`src/sv/qes_pkg.sv`:
```
`timescale 1ns / 1ps
package qes_pkg;

  localparam int HISTORY_DEPTH = 5;

  localparam int DPC_W   = 24;
  localparam int TMO_W   = 16;
  localparam int MAXS_W  = 16;
  localparam int TIME_W  = 32;
  localparam int POS_W   = 32;
  localparam int SPEED_W = 32;
  localparam int DIST_W  = 56;
  localparam int DIR_W   = 2;
  localparam int CFG_W   = 24;
  localparam int CFG_IDX_W = 2;

  // Speed numerator: distance_per_count * (depth + 1) * 1000, then scaled down by 256.
  localparam int SPEED_K = (HISTORY_DEPTH + 1) * 1000;
  localparam int K_W     = $clog2(SPEED_K + 1);
  localparam int NUM_W   = DPC_W + K_W;
  localparam int SPEED_FRAC = 8;
  localparam int QUO_W   = NUM_W - SPEED_FRAC;
  localparam int SUM_W   = TIME_W + $clog2(HISTORY_DEPTH + 1);
  localparam int DCNT_W  = $clog2(QUO_W + 1);

  localparam int MS_PER_S = 1000;
  localparam int LHS_W    = DPC_W + $clog2(MS_PER_S + 1);
  localparam int RHS_W    = MAXS_W + TIME_W;
  localparam int RHS_LIM_W = 20;
  localparam int DPC_FRAC = 16;

  localparam logic [1:0] MODE_EDGE  = 2'd0;
  localparam logic [1:0] MODE_POLL  = 2'd1;
  localparam logic [1:0] MODE_CLEAR = 2'd2;

  localparam logic [CFG_IDX_W-1:0] CFG_DPC     = 2'd0;
  localparam logic [CFG_IDX_W-1:0] CFG_TIMEOUT = 2'd1;
  localparam logic [CFG_IDX_W-1:0] CFG_INVERT  = 2'd2;
  localparam logic [CFG_IDX_W-1:0] CFG_MAXS    = 2'd3;

  localparam logic [DPC_W-1:0]  DPC_RESET  = 24'd65536;
  localparam logic [TMO_W-1:0]  TMO_RESET  = 16'd100;
  localparam logic [MAXS_W-1:0] MAXS_RESET = 16'd100;

  typedef struct packed {
    logic load_in;
    logic mul;
    logic apply_edge;
    logic apply_poll;
    logic apply_clear;
    logic speed_zero;
    logic div_start;
    logic speed_load;
    logic dist_calc;
    logic out_load;
  } qes_cmd_t;

  typedef struct packed {
    logic [1:0] mode;
    logic       glitch;
    logic       div_zero;
    logic       div_done;
    logic       out_free;
  } qes_stat_t;

endpackage

```
`src/sv/qes_ctrl.sv`:
```
`timescale 1ns / 1ps
module qes_ctrl (
  input  logic                clk_i,
  input  logic                rst_ni,
  input  logic                in_valid_i,
  output logic                in_stall_o,
  input  qes_pkg::qes_stat_t  stat_i,
  output qes_pkg::qes_cmd_t   cmd_o
);
  import qes_pkg::*;

  localparam logic [2:0] S_IDLE  = 3'd0;
  localparam logic [2:0] S_MUL   = 3'd1;
  localparam logic [2:0] S_CHECK = 3'd2;
  localparam logic [2:0] S_DIV   = 3'd3;
  localparam logic [2:0] S_SPEED = 3'd4;
  localparam logic [2:0] S_DIST  = 3'd5;
  localparam logic [2:0] S_DONE  = 3'd6;

  logic [2:0] state_q, state_d;

  always_comb begin
    state_d = state_q;
    cmd_o   = '0;
    case (state_q)
      S_IDLE: begin
        if (in_valid_i) begin
          cmd_o.load_in = 1'b1;
          state_d       = S_MUL;
        end
      end
      S_MUL: begin
        cmd_o.mul = 1'b1;
        state_d   = S_CHECK;
      end
      S_CHECK: begin
        state_d = S_DIST;
        case (stat_i.mode)
          MODE_EDGE: begin
            if (!stat_i.glitch) begin
              cmd_o.apply_edge = 1'b1;
              if (stat_i.div_zero) begin
                cmd_o.speed_zero = 1'b1;
              end else begin
                cmd_o.div_start = 1'b1;
                state_d         = S_DIV;
              end
            end
          end
          MODE_POLL:  cmd_o.apply_poll  = 1'b1;
          MODE_CLEAR: cmd_o.apply_clear = 1'b1;
          default: ;
        endcase
      end
      S_DIV: begin
        if (stat_i.div_done) begin
          state_d = S_SPEED;
        end
      end
      S_SPEED: begin
        cmd_o.speed_load = 1'b1;
        state_d          = S_DIST;
      end
      S_DIST: begin
        cmd_o.dist_calc = 1'b1;
        state_d         = S_DONE;
      end
      S_DONE: begin
        if (stat_i.out_free) begin
          cmd_o.out_load = 1'b1;
          state_d        = S_IDLE;
        end
      end
      default: state_d = S_IDLE;
    endcase
  end

  always_ff @(posedge clk_i or negedge rst_ni) begin
    if (!rst_ni) begin
      state_q <= S_IDLE;
    end else begin
      state_q <= state_d;
    end
  end

  assign in_stall_o = (state_q != S_IDLE);

endmodule

```
`config.mk`:
```
export PLATFORM = sky130hd
export DESIGN_NAME = qes_ctrl
export DESIGN_NICKNAME = d
export VERILOG_FILES = /design/src/sv/qes_pkg.sv /design/src/sv/qes_ctrl.sv
export SDC_FILE = /design/constraint.sdc
export NUM_CORES = 1
export LEC_CHECK = 0
export BUFFER_PORTS_ARGS = -buffer_cell sky130_fd_sc_hd__clkbuf_2
export CAP_MARGIN = 20
export CORE_AREA = 2 2 39 41
export DETAILED_ROUTE_END_ITERATION = 16
export DIE_AREA = 0 0 41 43
export GPL_TIMING_DRIVEN = 0
export PLACE_DENSITY_LB_ADDON = 0.05
export SYNTH_ARGS = -nofsm -noshare
export SYNTH_HDL_FRONTEND = slang
export SYNTH_SLANG_ARGS = --single-unit
```
`constraint.sdc`:
```
create_clock -name clk_i -period 1.69 [get_ports clk_i]
set_clock_uncertainty 0.15 [all_clocks]
set_input_delay 0.0845 -clock clk_i [delete_from_list [all_inputs] [get_ports clk_i]]
set_output_delay 0.0845 -clock clk_i [all_outputs]
set_load 0.02 [all_outputs]
```
* Word-level counts from Yosys, hierarchy flattened
Index checks and enable logic that the tools add are counted.
Widths: inputs -> output; s select.
** Operators by class
- Mux-type cells :: 23
- Equal/unequal tests :: 11
- Reduce and logical (&&, ||, !) cells :: 4
** Operators with widths (count)
- $pmux 3 s7 :: 1
- $mux 3 :: 6
- $mux 1 :: 13
- $eq 3x3->1 const B :: 3
- $eq 3x2->1 const B :: 2
- $ne 2x2->1 const B :: 3
- $mux 5 :: 1
- $mux 2 :: 2
- $eq 3x1->1 const B :: 1
- $logic_not 3->1 :: 1
- $reduce_and 3->1 :: 1
- $reduce_bool 3->1 :: 1
- $eq 2x1->1 const B :: 1
- $eq 2x2->1 const B :: 1
- $logic_not 2->1 :: 1
** Storage, ports and cells
- Output and inout bits :: 11
- Word-level logic and storage cells :: 39
- Flip-flop bits (word level) :: 3
- Input port bits :: 9

* Longest topological paths before layout
- Word-level depth :: 4
- Gate-level depth with buffers :: 5
- Gate-level depth less buffers :: 4

* Least setup slack after synthesis
OpenSTA, ideal clock, no wires.
- Path kind :: register to output
- Start point :: register state_q[2]
- End point :: output cmd_o[4] in the netlist's numbering
- Slack :: -0.027 ns
- Stages on the path, launching flop included :: 6
- Data arrival time :: 1.482 ns
- Data required time :: 1.456 ns
- Path through :: dfrtp_1 buf_6 or3b_4 or2_4 inv_2 and2_1
** RTL lines
- from (decl) :: RTL line qes_ctrl.sv:20 : logic [2:0] state_q, state_d;
- from (signal assigned) :: RTL line qes_ctrl.sv:82 : state_q <= state_d;
- to (decl) :: RTL line qes_ctrl.sv:8 : output qes_pkg::qes_cmd_t cmd_o

==> impl_metrics.toml <==
[outcome]
outcome = "finished with violations"
violations = "negative setup slack"

[critical_path]
max_stage_delay_ns = 0.40
cp.arrival_ns = 1.59
crit_path_max_fanout = 3
critPathRequiredTime_ns = 1.46
start_kind = "flip-flop"
worst-path-buf-inv = 2
crit_type = "flip-flop to output port"
cp_cell_sequence = "or3b_4 > or2_4 > inv_2 > and2_4 > buf_8"
cp-end-kind = "output port"
crit_family = "simple AND/OR/NAND/NOR gates"
crit_slowest_cell = "or3b_4"

[drt]
via_per_inst = 4.39
ant_nets = 0
first_pass_iters = 2
drc = 0
num_vias = 351
wl_um = 850
dr.first_iter.drc_count = 3
wire_per_inst_um = 10.6

[placed_design]
placed_cell_area_um2 = 387
port_buffers = 19
dp_hpwl_um = 554
place.gp.congestion = 0.653

[sta]
fin_crit_sh_pct = 108
period_minus_slack_ns = 1.82
max-slew-margin-rel_pct = 76.0
fmax_ghz = 0.548
rsz0062_at_grt = "yes"
worst_pin_slew_ns = 0.355
drv_slew = 0
setup_ws_ns = -0.134
whs_ns = 0.0371
finalSetupTns_ns = -0.335
hold_viol = 0
setup_viol = 5

[layout]
final_nets = 74
drive_gt1_share_pct = 57.8
reg_top3 = "state_q (3)"
fin_area_um2 = 529
top_register = "state_q"
syn2layout_area_growth_pct = 95.8
largest_reg_flops = 3
antennaDiodeCount = 0

[power_and_ir_drop]
max-vdd-ir-drop_uv = 370
p_leak_uw = 0.000258
power_uw = 748
powerDensity_nw_per_um2 = 1410

[yosys]
syn-cell-area_um2 = 270
yosysUniqueCellTypes = 21
seq_area_frac_synth_pct = 27.8
syn_nets = 42
ys_warn_count = 0
synth.ff_latch_count = 3
avgSynthCellArea_um2 = 8.19
syn-instance-count = 33

[floorplanning]
pin_count = 20
core_um2 = 1380
num_rows = 14
die_h_um = 43
initial_core_util_pct = 19.5
dieArea_um2 = 1760
die_w_um = 41

[clocking]
clk_pin_slew_ns = 0.04
clkLatencyLatePin_ns = 0.23
cts.sinks = 3
cts_tree = "built"
root_buffer = "clkbuf_4"
clk_path_buf_depth = 2
htreeDepth = 1
cts_buffers = 3

[global_routing]
grtUsageTotal_pct = 11.2
grt_overflow_total = 0
grt_max_degree = 11
grt_pass1_vias = 348
grt_pass1_wl_um = 1300
antenna_found_initial = 0

[hold_path]
hp-class = "input port to async pin"

[job]
cap_violations = 0
cells in the mapped netlist:
library cell  number  area [um^2]
o221ai_2           1         15.0
or3_1              2         12.5
and3_1             1         6.26
or2_4              1         8.76
buf_6              1         11.3
a221oi_1           1         8.76
nand2_1            3         11.3
nor2b_1            2         12.5
and2_1             1         6.26
inv_2              1         3.75
nor2_1             2         7.51
o21ai_0            3         15.0
nor3_1             1         5.00
nor3b_1            3         22.5
and3b_1            1         8.76
inv_1              1         3.75
dfrtp_1            3         75.1
clkbuf_1           1         3.75
or3b_4             1         11.3
nand2b_1           2         12.5
o311ai_0           1         8.76
cells by family after synthesis:
| kind of cell | share of synthesized area, % |
|---|---|
| AND/OR/NAND/NOR | 46.3 |
| AO/OA/AOI/OAI | 17.6 |
| buffers and inverters | 8.33 |
| flip-flops | 27.8 |
power by group:
| part | switching [uW] | leakage (uW) | total [uW] | internal (uW) |
|---|---|---|---|---|
| logic | 262 | 0.000207 | 480 | 218 |
| clock network | 37.9 | 0.0000150 | 126 | 88.5 |
| registers | 29.1 | 0.0000353 | 141 | 112 |
| total | 329 | 0.000258 | 748 | 419 |
final timing paths:
path | cells past startpoint | endpoint | start | slack [ns]
setup / recovery | 5 | cmd_o[4] | state_q[2]$_DFFE_PN0P_ | -0.13
hold / removal | 2 | state_q[1]$_DFFE_PN0P_ | rst_ni | 0.04
setup reg to reg | 4 | state_q[1]$_DFFE_PN0P_ | state_q[2]$_DFFE_PN0P_ | 0.12
hold reg to reg | 2 | state_q[0]$_DFFE_PN0P_ | state_q[1]$_DFFE_PN0P_ | 0.45
max in group asynchronous | 2 | state_q[0]$_DFFE_PN0P_ | rst_ni | 1.23
min in group clk_i | 3 | state_q[0]$_DFFE_PN0P_ | in_valid_i | 0.07
stage by stage:
step | std cells | util (%) | setup WS, ns
after floorplan | 33 | - | 0.00786
after global placement | 68 | 27.9 | -0.0363
after detailed placement | 68 | 27.9 | -0.0430
after CTS | 81 | 38.7 | -0.190
after global routing | 80 | 38.2 | -0.200
final | 80 | 38.2 | -0.134
cells in the final DEF, fill, tap and decap left out:
master | synthesis | layout
or3_1 | 2 | 1
buf_8 | 0 | 2
a221oi_1 | 1 | 1
and3_1 | 1 | 1
nor3b_2 | 0 | 2
nor2_2 | 0 | 1
clkbuf_2 | 0 | 13
buf_4 | 0 | 9
and2_4 | 0 | 1
or3_4 | 0 | 1
inv_1 | 1 | 1
or3b_4 | 1 | 1
nor3_1 | 1 | 1
nand2_1 | 3 | 3
nor3b_1 | 3 | 1
nor2b_1 | 2 | 2
o311ai_0 | 1 | 1
dlygate4sd3_1 | 0 | 4
and3b_1 | 1 | 1
inv_2 | 1 | 1
or2_4 | 1 | 1
nor2_1 | 2 | 1
o221ai_2 | 1 | 1
nand2b_1 | 2 | 2
clkbuf_1 | 1 | 2
dfrtp_1 | 3 | 2
dfrtp_2 | 0 | 1
clkbuf_4 | 0 | 3
o21ai_0 | 3 | 3
timing repair:
item	4_1_cts	5_1_grt
endpoints found under the hold margin	5	0
pin swaps	2	3
hold buffers	4	0
endpoints found under the setup margin	5	6
gates resized for setup	13	7
buffers inserted	5	0
cloned	0	0
routing by layer:
metal | GRT usage [%] | share of wire, %
met3 | 1.57 | 6.0
met1 | 11.6 | 38
met2 | 19.1 | 56
met4 | 8.00 | 0
met5 | 0 | 0
final cells by class:
class | instances | area [um^2]
clock buffer | 4 | 26.3
buffer | 1 | 3.75
fill | 156 | 855
multi-input combinational | 26 | 193
sequential | 3 | 76.3
timing repair buffer | 28 | 203
tap | 16 | 20.0
inverter | 2 | 7.51
No activity file was read; power rests on OpenSTA's default activity.
